### src/rtl/jet_colormap_pixel_macros.svh
// Assertion macros for the jet colormap pixel block.
`ifndef JET_COLORMAP_PIXEL_MACROS_SVH
`define JET_COLORMAP_PIXEL_MACROS_SVH

`ifndef SYNTH
`define JCM_ASSERT_SAME(lbl, clk, rst_n, ante, cons) \
    lbl: assert property (@(posedge clk) disable iff (!rst_n) (ante) |-> (cons)) \
        else $error("jet colormap: same-cycle check failed");
`define JCM_ASSERT_NEXT(lbl, clk, rst_n, ante, cons) \
    lbl: assert property (@(posedge clk) disable iff (!rst_n) (ante) |=> (cons)) \
        else $error("jet colormap: next-cycle check failed");
`else
`define JCM_ASSERT_SAME(lbl, clk, rst_n, ante, cons)
`define JCM_ASSERT_NEXT(lbl, clk, rst_n, ante, cons)
`endif

`endif

### src/rtl/jcm_pkg.sv
// Shared constants, types and the jet color function.
`timescale 1ns / 1ps

package jcm_pkg;

    localparam int SAMPLE_WIDTH = 16;
    localparam int DIFF_W       = SAMPLE_WIDTH + 1;
    localparam int MAG_W        = SAMPLE_WIDTH;
    localparam int LEVEL_W      = 8;
    localparam int COLOR_W      = 8;
    localparam int PROD_W       = SAMPLE_WIDTH + LEVEL_W;
    localparam int DIV_STAGES   = 4;
    localparam int DIV_STEPS    = LEVEL_W / DIV_STAGES;
    localparam int FIRST_DIV    = 3;
    localparam int LAST_DIV     = FIRST_DIV + DIV_STAGES - 1;
    localparam int LEVEL_STAGE  = LAST_DIV + 1;
    localparam int OUT_STAGE    = LEVEL_STAGE + 1;
    localparam int NUM_STAGES   = OUT_STAGE + 1;

    localparam int ADDR_W = 3;
    localparam int DATA_W = 32;

    localparam logic [ADDR_W-1:0] REG_RANGE_MIN = 3'd0;
    localparam logic [ADDR_W-1:0] REG_RANGE_MAX = 3'd4;

    localparam logic [SAMPLE_WIDTH-1:0] RANGE_MIN_RESET = '0;
    localparam logic [SAMPLE_WIDTH-1:0] RANGE_MAX_RESET = SAMPLE_WIDTH'(32767);

    localparam logic [LEVEL_W-1:0] LEVEL_BOTTOM = '0;
    localparam logic [LEVEL_W-1:0] LEVEL_TOP    = '1;

    typedef struct packed {
        logic [COLOR_W-1:0] red;
        logic [COLOR_W-1:0] green;
        logic [COLOR_W-1:0] blue;
    } rgb_t;

    function automatic rgb_t jet_color(input logic [LEVEL_W-1:0] level);
        logic [10:0] four;
        rgb_t        c;
        four = {1'b0, level, 2'b00};
        c    = '0;
        case (level) inside
            LEVEL_BOTTOM:
            begin
                c.red   = 8'd1;
                c.green = 8'd1;
                c.blue  = 8'd1;
            end
            LEVEL_TOP:
            begin
                c.red   = 8'd255;
                c.green = 8'd255;
                c.blue  = 8'd255;
            end
            [8'd1:8'd32]:
            begin
                c.blue = 8'(11'd127 + four);
            end
            [8'd33:8'd95]:
            begin
                c.green = 8'(four - 11'd128);
                c.blue  = 8'd255;
            end
            [8'd96:8'd159]:
            begin
                c.red   = 8'(four - 11'd384);
                c.green = 8'd255;
                c.blue  = 8'(11'd639 - four);
            end
            [8'd160:8'd223]:
            begin
                c.red   = 8'd255;
                c.green = 8'(11'd895 - four);
            end
            default:
            begin
                c.red = 8'(11'd1151 - four);
            end
        endcase
        return c;
    endfunction

endpackage

### src/rtl/jcm_sample_if.sv
// Stream channel interfaces for samples in and colored pixels out.
`timescale 1ns / 1ps

interface jcm_sample_if;
    logic                                    valid;
    logic                                    ready;
    logic signed [jcm_pkg::SAMPLE_WIDTH-1:0] sample;

    modport source (output valid, output sample, input ready);
    modport sink   (input valid, input sample, output ready);
endinterface

interface jcm_pixel_if;
    logic                         valid;
    logic                         ready;
    logic [jcm_pkg::COLOR_W-1:0]  red;
    logic [jcm_pkg::COLOR_W-1:0]  green;
    logic [jcm_pkg::COLOR_W-1:0]  blue;

    modport source (output valid, output red, output green, output blue, input ready);
    modport sink   (input valid, input red, input green, input blue, output ready);
endinterface

### src/rtl/jet_colormap_pixel.sv
// Jet colormap: scales one signed sample to a level and colors it.
// Throughput: one sample per cycle; the 9-stage pipeline freezes as a whole
// while a finished pixel waits, and the 8-bit divider is spread over 4 stages.
// Reset: rst_n clears all valid bits and loads range_min = 0, range_max = 32767.
`timescale 1ns / 1ps
`include "jet_colormap_pixel_macros.svh"

module jet_colormap_pixel (
    input  logic                           clk,
    input  logic                           rst_n,
    jcm_sample_if.sink                     sample_ch,
    jcm_pixel_if.source                    pixel_ch,
    input  logic                           psel,
    input  logic                           penable,
    input  logic                           pwrite,
    input  logic [jcm_pkg::ADDR_W-1:0]     paddr,
    input  logic [jcm_pkg::DATA_W-1:0]     pwdata,
    output logic [jcm_pkg::DATA_W-1:0]     prdata,
    output logic                           pready
);

    logic signed [jcm_pkg::SAMPLE_WIDTH-1:0] range_min_reg;
    logic signed [jcm_pkg::SAMPLE_WIDTH-1:0] range_max_reg;
    logic                                    cfg_write;

    logic                                    advance;
    logic [jcm_pkg::NUM_STAGES-1:0]          pipe_valid_reg;

    logic signed [jcm_pkg::DIFF_W-1:0]       num_reg;
    logic signed [jcm_pkg::DIFF_W-1:0]       den_reg;

    logic [jcm_pkg::MAG_W-1:0]               num_mag_reg;
    logic [jcm_pkg::MAG_W-1:0]               den_mag_reg;
    logic                                    zero_reg;

    logic [jcm_pkg::PROD_W-1:0]              prod_reg;
    logic [jcm_pkg::MAG_W-1:0]               prod_den_reg;
    logic                                    prod_zero_reg;

    logic [jcm_pkg::PROD_W-1:0]              div_rem_reg  [jcm_pkg::DIV_STAGES];
    logic [jcm_pkg::LEVEL_W-1:0]             div_quo_reg  [jcm_pkg::DIV_STAGES];
    logic [jcm_pkg::MAG_W-1:0]               div_den_reg  [jcm_pkg::DIV_STAGES];
    logic                                    div_zero_reg [jcm_pkg::DIV_STAGES];
    logic                                    div_sat_reg  [jcm_pkg::DIV_STAGES];

    logic [jcm_pkg::PROD_W-1:0]              div_rem_next [jcm_pkg::DIV_STAGES];
    logic [jcm_pkg::LEVEL_W-1:0]             div_quo_next [jcm_pkg::DIV_STAGES];
    logic                                    div_sat_next;

    logic [jcm_pkg::LEVEL_W-1:0]             level_reg;
    logic [jcm_pkg::LEVEL_W-1:0]             level_next;
    jcm_pkg::rgb_t                           rgb_reg;

    // configuration port
    assign pready    = 1'b1;
    assign cfg_write = psel & penable & pwrite;

    always_ff @(posedge clk or negedge rst_n)
    begin
        if (!rst_n)
        begin
            range_min_reg <= jcm_pkg::RANGE_MIN_RESET;
            range_max_reg <= jcm_pkg::RANGE_MAX_RESET;
        end
        else if (cfg_write)
        begin
            case (paddr)
                jcm_pkg::REG_RANGE_MIN: range_min_reg <= pwdata[jcm_pkg::SAMPLE_WIDTH-1:0];
                jcm_pkg::REG_RANGE_MAX: range_max_reg <= pwdata[jcm_pkg::SAMPLE_WIDTH-1:0];
                default:                ;
            endcase
        end
    end

    always_comb
    begin
        case (paddr)
            jcm_pkg::REG_RANGE_MIN: prdata = jcm_pkg::DATA_W'(range_min_reg);
            jcm_pkg::REG_RANGE_MAX: prdata = jcm_pkg::DATA_W'(range_max_reg);
            default:                prdata = '0;
        endcase
    end

    // pipeline control: advance whenever the output slot is free or taken
    assign advance         = !pipe_valid_reg[jcm_pkg::OUT_STAGE] || pixel_ch.ready;
    assign sample_ch.ready = advance;

    always_ff @(posedge clk or negedge rst_n)
    begin
        if (!rst_n)
        begin
            pipe_valid_reg <= '0;
        end
        else if (advance)
        begin
            pipe_valid_reg <= {pipe_valid_reg[jcm_pkg::NUM_STAGES-2:0], sample_ch.valid};
        end
    end

    // restoring divider, two quotient bits per stage; saturation checked up front
    always_comb
    begin
        logic [jcm_pkg::PROD_W-1:0]  rem_v;
        logic [jcm_pkg::LEVEL_W-1:0] quo_v;
        logic [jcm_pkg::MAG_W-1:0]   den_v;
        logic [jcm_pkg::PROD_W-1:0]  shifted_v;
        int                          k;
        div_sat_next = prod_reg >= (jcm_pkg::PROD_W'(prod_den_reg) << jcm_pkg::LEVEL_W);
        for (int j = 0; j < jcm_pkg::DIV_STAGES; j++)
        begin
            if (j == 0)
            begin
                rem_v = prod_reg;
                quo_v = '0;
                den_v = prod_den_reg;
            end
            else
            begin
                rem_v = div_rem_reg[j-1];
                quo_v = div_quo_reg[j-1];
                den_v = div_den_reg[j-1];
            end
            for (int s = 0; s < jcm_pkg::DIV_STEPS; s++)
            begin
                k         = jcm_pkg::LEVEL_W - 1 - j * jcm_pkg::DIV_STEPS - s;
                shifted_v = jcm_pkg::PROD_W'(den_v) << k;
                if (rem_v >= shifted_v)
                begin
                    rem_v    = rem_v - shifted_v;
                    quo_v[k] = 1'b1;
                end
            end
            div_rem_next[j] = rem_v;
            div_quo_next[j] = quo_v;
        end
    end

    always_comb
    begin
        if (div_zero_reg[jcm_pkg::DIV_STAGES-1])
        begin
            level_next = jcm_pkg::LEVEL_BOTTOM;
        end
        else if (div_sat_reg[jcm_pkg::DIV_STAGES-1])
        begin
            level_next = jcm_pkg::LEVEL_TOP;
        end
        else
        begin
            level_next = div_quo_reg[jcm_pkg::DIV_STAGES-1];
        end
    end

    // datapath registers
    always_ff @(posedge clk)
    begin
        if (advance)
        begin
            num_reg <= jcm_pkg::DIFF_W'(sample_ch.sample) - jcm_pkg::DIFF_W'(range_min_reg);
            den_reg <= jcm_pkg::DIFF_W'(range_max_reg) - jcm_pkg::DIFF_W'(range_min_reg);

            num_mag_reg <= num_reg[jcm_pkg::DIFF_W-1] ? jcm_pkg::MAG_W'(-num_reg)
                                                       : jcm_pkg::MAG_W'(num_reg);
            den_mag_reg <= den_reg[jcm_pkg::DIFF_W-1] ? jcm_pkg::MAG_W'(-den_reg)
                                                       : jcm_pkg::MAG_W'(den_reg);
            zero_reg    <= (den_reg == '0)
                           || (num_reg[jcm_pkg::DIFF_W-1] != den_reg[jcm_pkg::DIFF_W-1]);

            prod_reg      <= (jcm_pkg::PROD_W'(num_mag_reg) << jcm_pkg::LEVEL_W)
                             - jcm_pkg::PROD_W'(num_mag_reg);
            prod_den_reg  <= den_mag_reg;
            prod_zero_reg <= zero_reg;

            for (int j = 0; j < jcm_pkg::DIV_STAGES; j++)
            begin
                div_rem_reg[j] <= div_rem_next[j];
                div_quo_reg[j] <= div_quo_next[j];
                if (j == 0)
                begin
                    div_den_reg[j]  <= prod_den_reg;
                    div_zero_reg[j] <= prod_zero_reg;
                    div_sat_reg[j]  <= div_sat_next;
                end
                else
                begin
                    div_den_reg[j]  <= div_den_reg[j-1];
                    div_zero_reg[j] <= div_zero_reg[j-1];
                    div_sat_reg[j]  <= div_sat_reg[j-1];
                end
            end

            level_reg <= level_next;
            rgb_reg   <= jcm_pkg::jet_color(level_reg);
        end
    end

    assign pixel_ch.valid = pipe_valid_reg[jcm_pkg::OUT_STAGE];
    assign pixel_ch.red   = rgb_reg.red;
    assign pixel_ch.green = rgb_reg.green;
    assign pixel_ch.blue  = rgb_reg.blue;

    `JCM_ASSERT_SAME(a_rem_below_den, clk, rst_n, pipe_valid_reg[jcm_pkg::LAST_DIV] && !div_sat_reg[jcm_pkg::DIV_STAGES-1] && !div_zero_reg[jcm_pkg::DIV_STAGES-1], div_rem_reg[jcm_pkg::DIV_STAGES-1] < jcm_pkg::PROD_W'(div_den_reg[jcm_pkg::DIV_STAGES-1]))
    `JCM_ASSERT_NEXT(a_sat_to_top, clk, rst_n, pipe_valid_reg[jcm_pkg::LAST_DIV] && advance && div_sat_reg[jcm_pkg::DIV_STAGES-1] && !div_zero_reg[jcm_pkg::DIV_STAGES-1], level_reg == jcm_pkg::LEVEL_TOP)
    `JCM_ASSERT_NEXT(a_bottom_near_black, clk, rst_n, pipe_valid_reg[jcm_pkg::LEVEL_STAGE] && advance && level_reg == jcm_pkg::LEVEL_BOTTOM, pixel_ch.red == 8'd1 && pixel_ch.green == 8'd1 && pixel_ch.blue == 8'd1)
    `JCM_ASSERT_NEXT(a_stall_freezes, clk, rst_n, !advance, $stable(pipe_valid_reg))

endmodule
### src/flat_wrapper.sv
// flat-port wrapper written by rule: the top's interface ports become plain ports
module jet_colormap_pixel_flat 
  (clk, rst_n, psel, penable, pwrite, paddr, pwdata, prdata, pready, sample_ch_valid, sample_ch_sample, sample_ch_ready, pixel_ch_valid, pixel_ch_red, pixel_ch_green, pixel_ch_blue, pixel_ch_ready);
  jcm_sample_if sample_ch_i ();
  jcm_pixel_if pixel_ch_i ();
  input  logic clk;
  input  logic rst_n;
  input  logic psel;
  input  logic penable;
  input  logic pwrite;
  input  logic [jcm_pkg::ADDR_W-1:0] paddr;
  input  logic [jcm_pkg::DATA_W-1:0] pwdata;
  output logic [jcm_pkg::DATA_W-1:0] prdata;
  output logic pready;
  input wire logic [$bits(sample_ch_i.valid)-1:0] sample_ch_valid;
  input wire logic [$bits(sample_ch_i.sample)-1:0] sample_ch_sample;
  output wire logic [$bits(sample_ch_i.ready)-1:0] sample_ch_ready;
  output wire logic [$bits(pixel_ch_i.valid)-1:0] pixel_ch_valid;
  output wire logic [$bits(pixel_ch_i.red)-1:0] pixel_ch_red;
  output wire logic [$bits(pixel_ch_i.green)-1:0] pixel_ch_green;
  output wire logic [$bits(pixel_ch_i.blue)-1:0] pixel_ch_blue;
  input wire logic [$bits(pixel_ch_i.ready)-1:0] pixel_ch_ready;
  assign sample_ch_i.valid = sample_ch_valid;
  assign sample_ch_i.sample = sample_ch_sample;
  assign sample_ch_ready = sample_ch_i.ready;
  assign pixel_ch_valid = pixel_ch_i.valid;
  assign pixel_ch_red = pixel_ch_i.red;
  assign pixel_ch_green = pixel_ch_i.green;
  assign pixel_ch_blue = pixel_ch_i.blue;
  assign pixel_ch_i.ready = pixel_ch_ready;
  jet_colormap_pixel u_core (.clk(clk), .rst_n(rst_n), .sample_ch(sample_ch_i), .pixel_ch(pixel_ch_i), .psel(psel), .penable(penable), .pwrite(pwrite), .paddr(paddr), .pwdata(pwdata), .prdata(prdata), .pready(pready));
endmodule
### config.mk
export PLATFORM = sky130hd
export DESIGN_NAME = jet_colormap_pixel_flat
export DESIGN_NICKNAME = d
export VERILOG_FILES = /design/src/rtl/jcm_pkg.sv /design/src/rtl/jcm_sample_if.sv /design/src/rtl/jet_colormap_pixel.sv /design/src/flat_wrapper.sv
export VERILOG_INCLUDE_DIRS = /design/src /design/src/rtl
export SDC_FILE = /design/constraint.sdc
export NUM_CORES = 1
export LEC_CHECK = 0
export ABC_AREA = 1
export BUFFER_PORTS_ARGS = -buffer_cell sky130_fd_sc_hd__buf_2
export CAP_MARGIN = 20
export CORE_UTILIZATION = 46
export CTS_CLUSTER_SIZE = 16
export DETAILED_ROUTE_END_ITERATION = 10
export PLACE_DENSITY = 0.6
export SYNTH_ARGS = -nofsm -noshare
export SYNTH_HDL_FRONTEND = slang
export SYNTH_SLANG_ARGS = --single-unit
### constraint.sdc
create_clock -name clk -period 12.22 [get_ports clk]
set_input_delay 0.611 -clock clk [delete_from_list [all_inputs] [get_ports clk]]
set_output_delay 0.611 -clock clk [all_outputs]
set_load 0.02 [all_outputs]
* After elaboration in Yosys (flattened, before gate mapping) *
Memory sizes are Yosys's and may differ from the RTL's.
Index checks and enable logic that the tools add are counted.

storage, ports and cells
  bits in registers = 181
  bits in writable memories = 200
  output and inout bits = 59
  memories = 5

cells by class
  add/sub/neg operators = 19
  order comparisons = 17
  equal/unequal tests = 3
  muxes and demuxes = 36
  bitwise logic cells = 2
  reduce and logical (&&, ||, !) cells = 13

memory list
  memory               depth  width  read ports  clocked after Yosys merged registers in  wr ports  RTL line                  RTL
  u_core.div_rem_reg   4      24     3           0                                        4         jet_colormap_pixel.sv:40  logic [jcm_pkg::PROD_W-1:0] div_rem_reg [jcm_pkg::DIV_STAGES];
  u_core.div_den_reg   4      16     3           0                                        4         jet_colormap_pixel.sv:42  logic [jcm_pkg::MAG_W-1:0] div_den_reg [jcm_pkg::DIV_STAGES];
  u_core.div_quo_reg   4      8      4           0                                        4         jet_colormap_pixel.sv:41  logic [jcm_pkg::LEVEL_W-1:0] div_quo_reg [jcm_pkg::DIV_STAGES];
  u_core.div_sat_reg   4      1      4           0                                        4         jet_colormap_pixel.sv:44  logic div_sat_reg [jcm_pkg::DIV_STAGES];
  u_core.div_zero_reg  4      1      4           0                                        4         jet_colormap_pixel.sv:43  logic div_zero_reg [jcm_pkg::DIV_STAGES];

operators by type and width
  kind                                             count
  two-way mux 24 bit                               8
  two-way mux 8 bit                                15
  one-hot mux 32 bit (2 select lines)              1
  subtractor 24 x 16 -> 24 bit                     2
  subtractor 16 x 16 -> 17 bit                     2
  two-way mux 16 bit                               2
  negation 16 bit                                  2
  >= comparator 24 x 16 -> 1 bit                   1
  >= comparator 24 x 17 -> 1 bit                   1
  >= comparator 24 x 18 -> 1 bit                   1
  >= comparator 24 x 19 -> 1 bit                   1
  >= comparator 24 x 20 -> 1 bit                   1
  >= comparator 24 x 21 -> 1 bit                   1
  >= comparator 24 x 22 -> 1 bit                   1
  >= comparator 24 x 23 -> 1 bit                   1
  >= comparator 24 bit                             1
  subtractor 24 x 17 -> 24 bit                     1
  subtractor 24 x 18 -> 24 bit                     1
  subtractor 24 x 19 -> 24 bit                     1
  subtractor 24 x 20 -> 24 bit                     1
  subtractor 24 x 21 -> 24 bit                     1
  subtractor 24 x 22 -> 24 bit                     1
  subtractor 24 x 23 -> 24 bit                     1
  subtractor 7 x 8 -> 8 bit, first input constant  3
  22 further kinds                                 39

* Logic depth before layout (Yosys ltp) *
Gate-level depths: netlist (run 1).

  depth after elaboration = 7
  mapped depth = 31

* Least setup slack after synthesis (run 1) *
Ideal clock, no wire load.

  path type = input to register
  start point = in pixel_ch_ready
  end point = reg u_core.pipe_valid_reg[2] in the netlist's numbering
  setup time = 486 ps
  arrival time = 9,272 ps
  slack = 2,461 ps
  stages on the path = 4
  cell sequence = inv_1 nand2_1 clkbuf_1 a21oi_1

between the ends
  longest elaborated chain between the ends = 1

RTL lines
  element                    RTL line                  RTL
  start: declaration         flat_wrapper.sv:22        input wire logic [$bits(pixel_ch_i.ready)-1:0] pixel_ch_ready;
  logical OR 1 bit           jet_colormap_pixel.sv:85  assign advance = !pipe_valid_reg[jcm_pkg::OUT_STAGE] || pixel_ch.ready;
  named net sample_ch_ready  flat_wrapper.sv:17        output wire logic [$bits(sample_ch_i.ready)-1:0] sample_ch_ready;
  end signal: assignment     jet_colormap_pixel.sv:96  pipe_valid_reg <= {pipe_valid_reg[jcm_pkg::NUM_STAGES-2:0], sample_ch.valid};
  end: declaration           jet_colormap_pixel.sv:27  logic [jcm_pkg::NUM_STAGES-1:0] pipe_valid_reg;

The timed path passes the listed nets, and every way through them passes these cells.
A chain may end at the register's enable or synchronous reset.

==> results of run 1 <==
## layout by cell type, fill, tap and decap left out, drive strengths merged, types with 7 or more instances in the layout
| cell | count |
|---|---|
| nand3 | 138 |
| clkinv | 14 |
| o21ai | 199 |
| a31oi | 9 |
| o22ai | 19 |
| a21oi | 185 |
| nor4 | 7 |
| o21bai | 12 |
| or2 | 7 |
| dfstp | 15 |
| ha | 190 |
| fa | 9 |
| nand4 | 27 |
| a21boi | 12 |
| a21o | 7 |
| xor2 | 111 |
| clkbuf | 51 |
| buf | 104 |
| nor3 | 34 |
| nand3b | 9 |
| nor2 | 220 |
| xnor2 | 62 |
| inv | 406 |
| nand2 | 744 |
| dfrtp | 26 |
| edfxtp | 288 |
## routing by layer
metal | part of all wire [%] | routed length [um] | track usage, % | vias up
met3 | 4.0 | 2220 | 2.84 | 86
met4 | 3.2 | 1770 | 7.99 | 0
met1 | 44 | 24400 | 27.6 | 8479
met5 | 0 | 0 | 0 | -
met2 | 49 | 26800 | 38.2 | 377
li1 | - | - | - | 9501
## cell families after synthesis
kind of cell             synth area share [%]
AND/OR/NAND/NOR                          21.4
multiplexers                           0.0488
adder cells (fa/ha/maj)                  11.1
other                                  0.0163
buffers and inverters                    8.03
flip-flops                               42.0
XOR/XNOR                                 6.57
AO/OA/AOI/OAI                            10.8
## layout make-up
class	instances	area, um2	share of cell area, %
well taps	664	831	3.28
flip-flops and latches	329	9690	38.3
clock buffers	51	1000	3.95
clock inverters	16	200	0.790
inverters	409	1540	6.06
multi-input cells	2023	11500	45.5
repair buffers	104	546	2.15
diodes	1	2.50	0.00988
## worst max path at each step
stage / start / to / cells past startpoint
after floorplan: pixel_ch_ready / u_core.pipe_valid_reg[2] / 4
after global placement: u_core.div_den_reg[1][4] / u_core.div_rem_reg[2][2] / 24
after detailed placement: u_core.div_den_reg[1][2] / u_core.div_rem_reg[2][3] / 24
after CTS: u_core.div_den_reg[1][3] / u_core.div_rem_reg[2][3] / 24
after global routing: u_core.div_den_reg[0][15] / u_core.div_rem_reg[1][16] / 24
final: u_core.div_den_reg[1][3] / u_core.div_rem_reg[2][3] / 24
## worst max-delay path, cell delays in order, from the launching register on
cell      delay [ps]
edfxtp_1         390
inv_1            130
ha_1             320
nand2_2          130
inv_1             70
a21oi_2          150
nand3_1          160
nand2_1          140
nand3_2          290
inv_2            460
o21ai_0          260
fa_1             480
inv_1             80
nor2_1            40
nor3_1           280
o21ai_1          220
nand2_1          100
nand2_1          120
nand2_1          100
nand3_2           90
nor2_4           120
nand3_1          100
nor2_2           760
nand2_1          120
nand2_1          130
## per-stage QoR
step / utilization, % / setup slack (ps) / area [um2]
2_1_floorplan: - / 2460 / 23100
3_3_place_gp: 49.1 / 6970 / 24100
3_5_place_dp: 49.1 / 6910 / 24100
4_1_cts: 51.5 / 6810 / 25300
5_1_grt: 51.5 / 6320 / 25300
6_report: 51.5 / 6800 / 25300
==> key figures, run 1 <==
Logic synthesis
  • Biggest area consumer among synthesized cells: edfxtp_1
  • Ys Warns: 0
  • Seq/Total Area, Yosys: 42.0%
  • Syn avg cell area: 8.19 um2
  • Synth Net Count: 3072
  • Post-synth EDFFs: 288
  • Async SR Flop Fraction: 12.5%
  • Share of the synthesized area in the top cell type: 37.5%
  • Top cells by count, synth: nand2_1 (729), inv_1 (399), edfxtp_1 (288)
  • Most frequent cell after synthesis: nand2_1
  • Synth Flop Type: edfxtp_1
  • Top cells by area, synth: edfxtp_1 (37%), nand2_1 (12%), ha_1 (10%)
  • Distinct cells, synth: 47
  • Syn Inst Count: 2815
  • #FFs+latches synth: 329
  • Synthesized cell area: 0.0231 mm2

Timing
  • Setup repair after global routing missed its margin: false
  • Slew Limit Headroom: 36.2%
  • Final count of hold timing violations: 0
  • Setup-failing EPs final: 0
  • Worst-margin pin slew: 957 ps
  • Final min period: 5420 ps
  • Final max-slew violation count: 0
  • Min Hold Slack: 181 ps
  • F_max: 0.184 GHz
  • Final Cycle Share: 44.4%
  • Final setup TNS: 0 ps
  • Skew final: 28.7 ps

Place
  • Final Wtd Congestion: 0.928
  • DP Cell Count: 3529
  • Final HPWL from detailed placement: 43900 um
  • PortBufs: 99

Clock tree
  • Clk_lat worst skew: 570 ps
  • Reg clk slew, reported paths: 60 ps
  • TritonCTS Sinks: 329
  • Max clock buf depth: 3
  • Post-CTS Resized: 0
  • Clock Tree Root: clkbuf_16
  • Num CTS Buffers: 38
  • CTS tree: done
  • Cts hold-fix bufs: 0
  • Post-CTS Setup Inserts: 0
  • Number of H-tree levels: 2

Global route
  • GRT Resource Usage Total: 21.9%
  • Initial antenna violation count: 0
  • Number of global-route vias before repair: 17500
  • Largest net degree at the start of global routing: 170
  • Global-route wire length before repair: 88600 um
  • Remaining global-route overflow: 0

Setup path
  • Worst Path Max Fanout: 27
  • CP startpoint kind: flop
  • WS Path Type: reg2reg
  • FF-to-FF path depth: 24
  • Reg2reg setup slack: 6800 ps
  • Worst R2R End: u_core.div_rem_reg[2][3]
  • R2r startpoint: u_core.div_den_reg[1][3]
  • WP data required: 12630 ps
  • Worst Path Arrival: 5830 ps
  • CP endpoint kind: flop

Routing
  • Vias: 18400
  • DR iter-0 viols: 1189
  • Routed Antenna Nets: 0
  • DR vias/cell: 5.13
  • First-pass DRT Iterations: 6
  • DR WL/cell: 15.4 um
  • DRC: 0
  • Post-Route WL: 55200 um

Die
  • Initial Util: 46.9%
  • I/O pin count: 117
  • Core Rows: 81
  • Core area: 0.0492 mm2
  • Die area: 0.0510 mm2
  • DIE WIDTH: 226 um
  • Die height: 226 um

Layout
  • Layout cell share with drive strength beyond 1: 7.44%
  • Total Nets Final: 3162
  • Post-Layout Cell Count: 3597
  • Fill cells: 4667
  • Area delta synth->final: 9.84%
  • Max reg flops: 72

Flow run
  • Max-Cap Viols: 0

Hold path
  • Hold WC Path Type: in2async

Status
  • Status: completed
Power of run 1 is left out: the tool's default activity adds up to more than one toggle a clock period on the data nets, which glitch-free logic cannot reach.
==> run 2, diff against run 1 <==
--- a/config.mk
+++ b/config.mk
@@ -12,7 +12,7 @@
 export CORE_UTILIZATION = 46
 export CTS_CLUSTER_SIZE = 16
 export DETAILED_ROUTE_END_ITERATION = 10
-export PLACE_DENSITY = 0.6
+export PLACE_DENSITY = 0.62
 export SYNTH_ARGS = -nofsm -noshare
 export SYNTH_HDL_FRONTEND = slang
 export SYNTH_SLANG_ARGS = --single-unit
==> constraint.sdc (replaced) <==
create_clock -name clk -period 4.4 [get_ports clk]
set_input_delay 0.22 -clock clk [delete_from_list [all_inputs] [get_ports clk]]
set_output_delay 0.22 -clock clk [all_outputs]
set_load 0.02 [all_outputs]
==> key figures, run 2 (synthesis results as in run 1) <==
Setup path
  • Most used cell, CP: nand2_1 (unchanged)
  • WS Path Type: reg2reg (unchanged)
  • CP bufs+invs: 5 (was 4)
  • Reg2reg setup slack: 180 ps (was 6800 ps)
  • Max incr delay on CP: 470 ps (was 760 ps)
  • CP startpoint kind: flop (unchanged)
  • CP endpoint kind: flop (unchanged)
  • Worst Path Max Fanout: 13 (was 27)
  • Crit path cell chain: inv_2, ha_2, nand2_1, inv_1, nand2_1, nand2_1, a21oi_1, nand2_1, nand2_1, nand2_4, inv_2, buf_4, nand2_1, o21ai_1, ha_1, a21oi_1, o21ai_2, nand2_1, nand3_1, a21oi_2, nand3_2, buf_12, o21ai_0, nand2_1 (was inv_1, ha_1, nand2_2, inv_1, a21oi_2, nand3_1, nand2_1, nand3_2, inv_2, o21ai_0, fa_1, inv_1, nor2_1, nor3_1, o21ai_1, nand2_1, nand2_1, nand2_1, nand3_2, nor2_4, nand3_1, nor2_2, nand2_1, nand2_1)
  • WP data required: 4700 ps (was 12630 ps)
  • Worst Path Arrival: 4510 ps (was 5830 ps)
  • Delay-heaviest family, CP: simple AND/OR/NAND/NOR gates (unchanged)
  • CP max-delay cell: edfxtp_1 (was nor2_2)

Timing
  • Final min period: 4220 ps (was 5420 ps)
  • Final Cycle Share: 95.9% (was 44.4%)
  • Setup-failing EPs final: 0 (unchanged)
  • Worst-margin pin slew: 954 ps (was 957 ps)
  • Slew Limit Headroom: 36.4% (was 36.2%)
  • Final max-slew violation count: 0 (unchanged)
  • Skew final: 26.7 ps (was 28.7 ps)
  • F_max: 0.237 GHz (was 0.184 GHz)
  • Final count of hold timing violations: 0 (unchanged)
  • Final setup TNS: 0 ps (unchanged)

Layout
  • Max reg flops: 72 (unchanged)
  • Most common cell after layout, fill and taps aside: nand2_1 (unchanged)
  • Most frequent cells in the layout: nand2_1 (727), inv_1 (397), edfxtp_1 (288) (was nand2_1 (728), inv_1 (399), edfxtp_1 (288))
  • Layout cell share with drive strength beyond 1: 14.7% (was 7.44%)
  • Post-Layout Cell Count: 3826 (was 3597)
  • Area delta synth->final: 19.1% (was 9.84%)
  • Total Nets Final: 3388 (was 3162)
  • Diode count: 0 (was 1)

Die
  • Core Rows: 81 (unchanged)
  • DIE WIDTH: 226 um (unchanged)
  • Die height: 226 um (unchanged)
  • Die area: 0.0510 mm2 (unchanged)
  • Initial Util: 46.9% (unchanged)
  • Core area: 0.0492 mm2 (unchanged)
  • I/O pin count: 117 (unchanged)

Clock tree
  • Num CTS Buffers: 40 (was 38)
  • Clk_lat worst skew: 580 ps (was 570 ps)
  • CTS tree: done (unchanged)
  • TritonCTS Sinks: 329 (unchanged)
  • Max clock buf depth: 3 (unchanged)
  • Clock Tree Root: clkbuf_16 (unchanged)
  • Number of H-tree levels: 2 (unchanged)
  • Reg clk slew, reported paths: 60 ps (about the same)

Routing
  • DR WL/cell: 15.5 um (was 15.4 um)
  • Vias: 19300 (was 18400)
  • DR iter-0 viols: 1130 (was 1189)
  • DRC: 0 (unchanged)
  • Routed Antenna Nets: 0 (unchanged)
  • DR vias/cell: 5.05 (was 5.13)
  • First-pass DRT Iterations: 7 (was 6)
  • Post-Route WL: 59200 um (was 55200 um)

Global route
  • Remaining global-route overflow: 0 (unchanged)
  • GRT Resource Usage Total: 23.4% (was 21.9%)
  • Global-route wire length before repair: 94200 um (was 88600 um)
  • Largest net degree at the start of global routing: 89 (was 170)
  • Number of global-route vias before repair: 18800 (was 17500)
  • Initial antenna violation count: 0 (unchanged)

Place
  • DP Cell Count: 3724 (was 3529)
  • Final HPWL from detailed placement: 47100 um (was 43900 um)
  • Final Wtd Congestion: 0.943 (was 0.928)
  • PortBufs: 99 (unchanged)

Hold path
  • Hold WC Path Type: in2reg (was in2async)

Status
  • Status: completed (unchanged)

Flow run
  • Max-Cap Viols: 0 (unchanged)
==> run 2: cell count changes in the layout (fill, tap and decap cells not counted), moves of 6 or more <==
cell / change
o21ai_1: +12
dlygate4sd3_1: +18
a21oi_1: -9
buf_4: +196
buf_12: +7
ha_1: -6
o21ai_0: -18
o21ai_2: +6
a21oi_2: +9
==> run 2: what timing repair did <==
item | 4_1_cts | 5_1_grt
cloned | 0 | 3
hold buffers | 18 | 0
resized for setup | 2 | 56
setup buffers | 0 | 8
hold endpoints to repair | 59 | 0
pin swaps | 0 | 9
endpoints found under the setup margin | 3 | 63
==> run 2: worst register-to-register path, cell delays in order, from the launching register on <==
cell	delay, ps
edfxtp_1	470
inv_2	120
ha_2	310
nand2_1	110
inv_1	70
nand2_1	70
nand2_1	80
a21oi_1	120
nand2_1	120
nand2_1	140
nand2_4	110
inv_2	140
buf_4	210
nand2_1	60
o21ai_1	130
ha_1	330
a21oi_1	210
o21ai_2	110
nand2_1	90
nand3_1	130
a21oi_2	170
nand3_2	160
buf_12	190
o21ai_0	150
nand2_1	110
==> run 2: cell type report <==
| class | instances | area [um2] |
|---|---|---|
| Sequential cell | 329 | 9690 |
| Tap cell | 664 | 831 |
| Clock inverter | 25 | 333 |
| Multi-Input combinational cell | 2026 | 11700 |
| Timing Repair Buffer | 325 | 2340 |
| Inverter | 409 | 1540 |
| Clock buffer | 48 | 1030 |
| Fill cell | 4553 | 21700 |
==> run 2: through the flow <==
step                      setup slack, ps  instance area [um2]  hold WS [ps]  utilization [%]
after floorplan                       485                23100         -75.6                -
after global placement              -71.7                25700           400             52.2
after detailed placement            -53.9                25700           405             52.2
after CTS                            22.7                27200           105             55.3
after global routing                -30.1                27500           138             55.9
final                                 181                27500           132             55.9
==> run 2: path summary, 6_finish.rpt <==
| kind | from | endpoint | cells after the start |
|---|---|---|---|
| setup / recovery | u_core.div_den_reg[0][10] | u_core.div_rem_reg[1][11] | 24 |
| hold / removal | sample_ch_sample[5] | u_core.num_reg[5] | 3 |
| setup reg to reg | u_core.div_den_reg[0][10] | u_core.div_rem_reg[1][11] | 24 |
| hold reg to reg | u_core.den_mag_reg[4] | u_core.prod_den_reg[4] | 0 |
| max in group asynchronous | rst_n | u_core.range_min_reg[8] | 2 |
| min in group asynchronous | rst_n | u_core.pipe_valid_reg[0] | 2 |
==> run 2: metal layers <==
layer	up-vias	wire [um]	track usage, %
met5	-	0	0
li1	9978	-	-
met3	95	2340	2.78
met2	402	28600	40.7
met4	0	1810	8.71
met1	8835	26400	29.7
Power of run 2 is left out for the same reason.
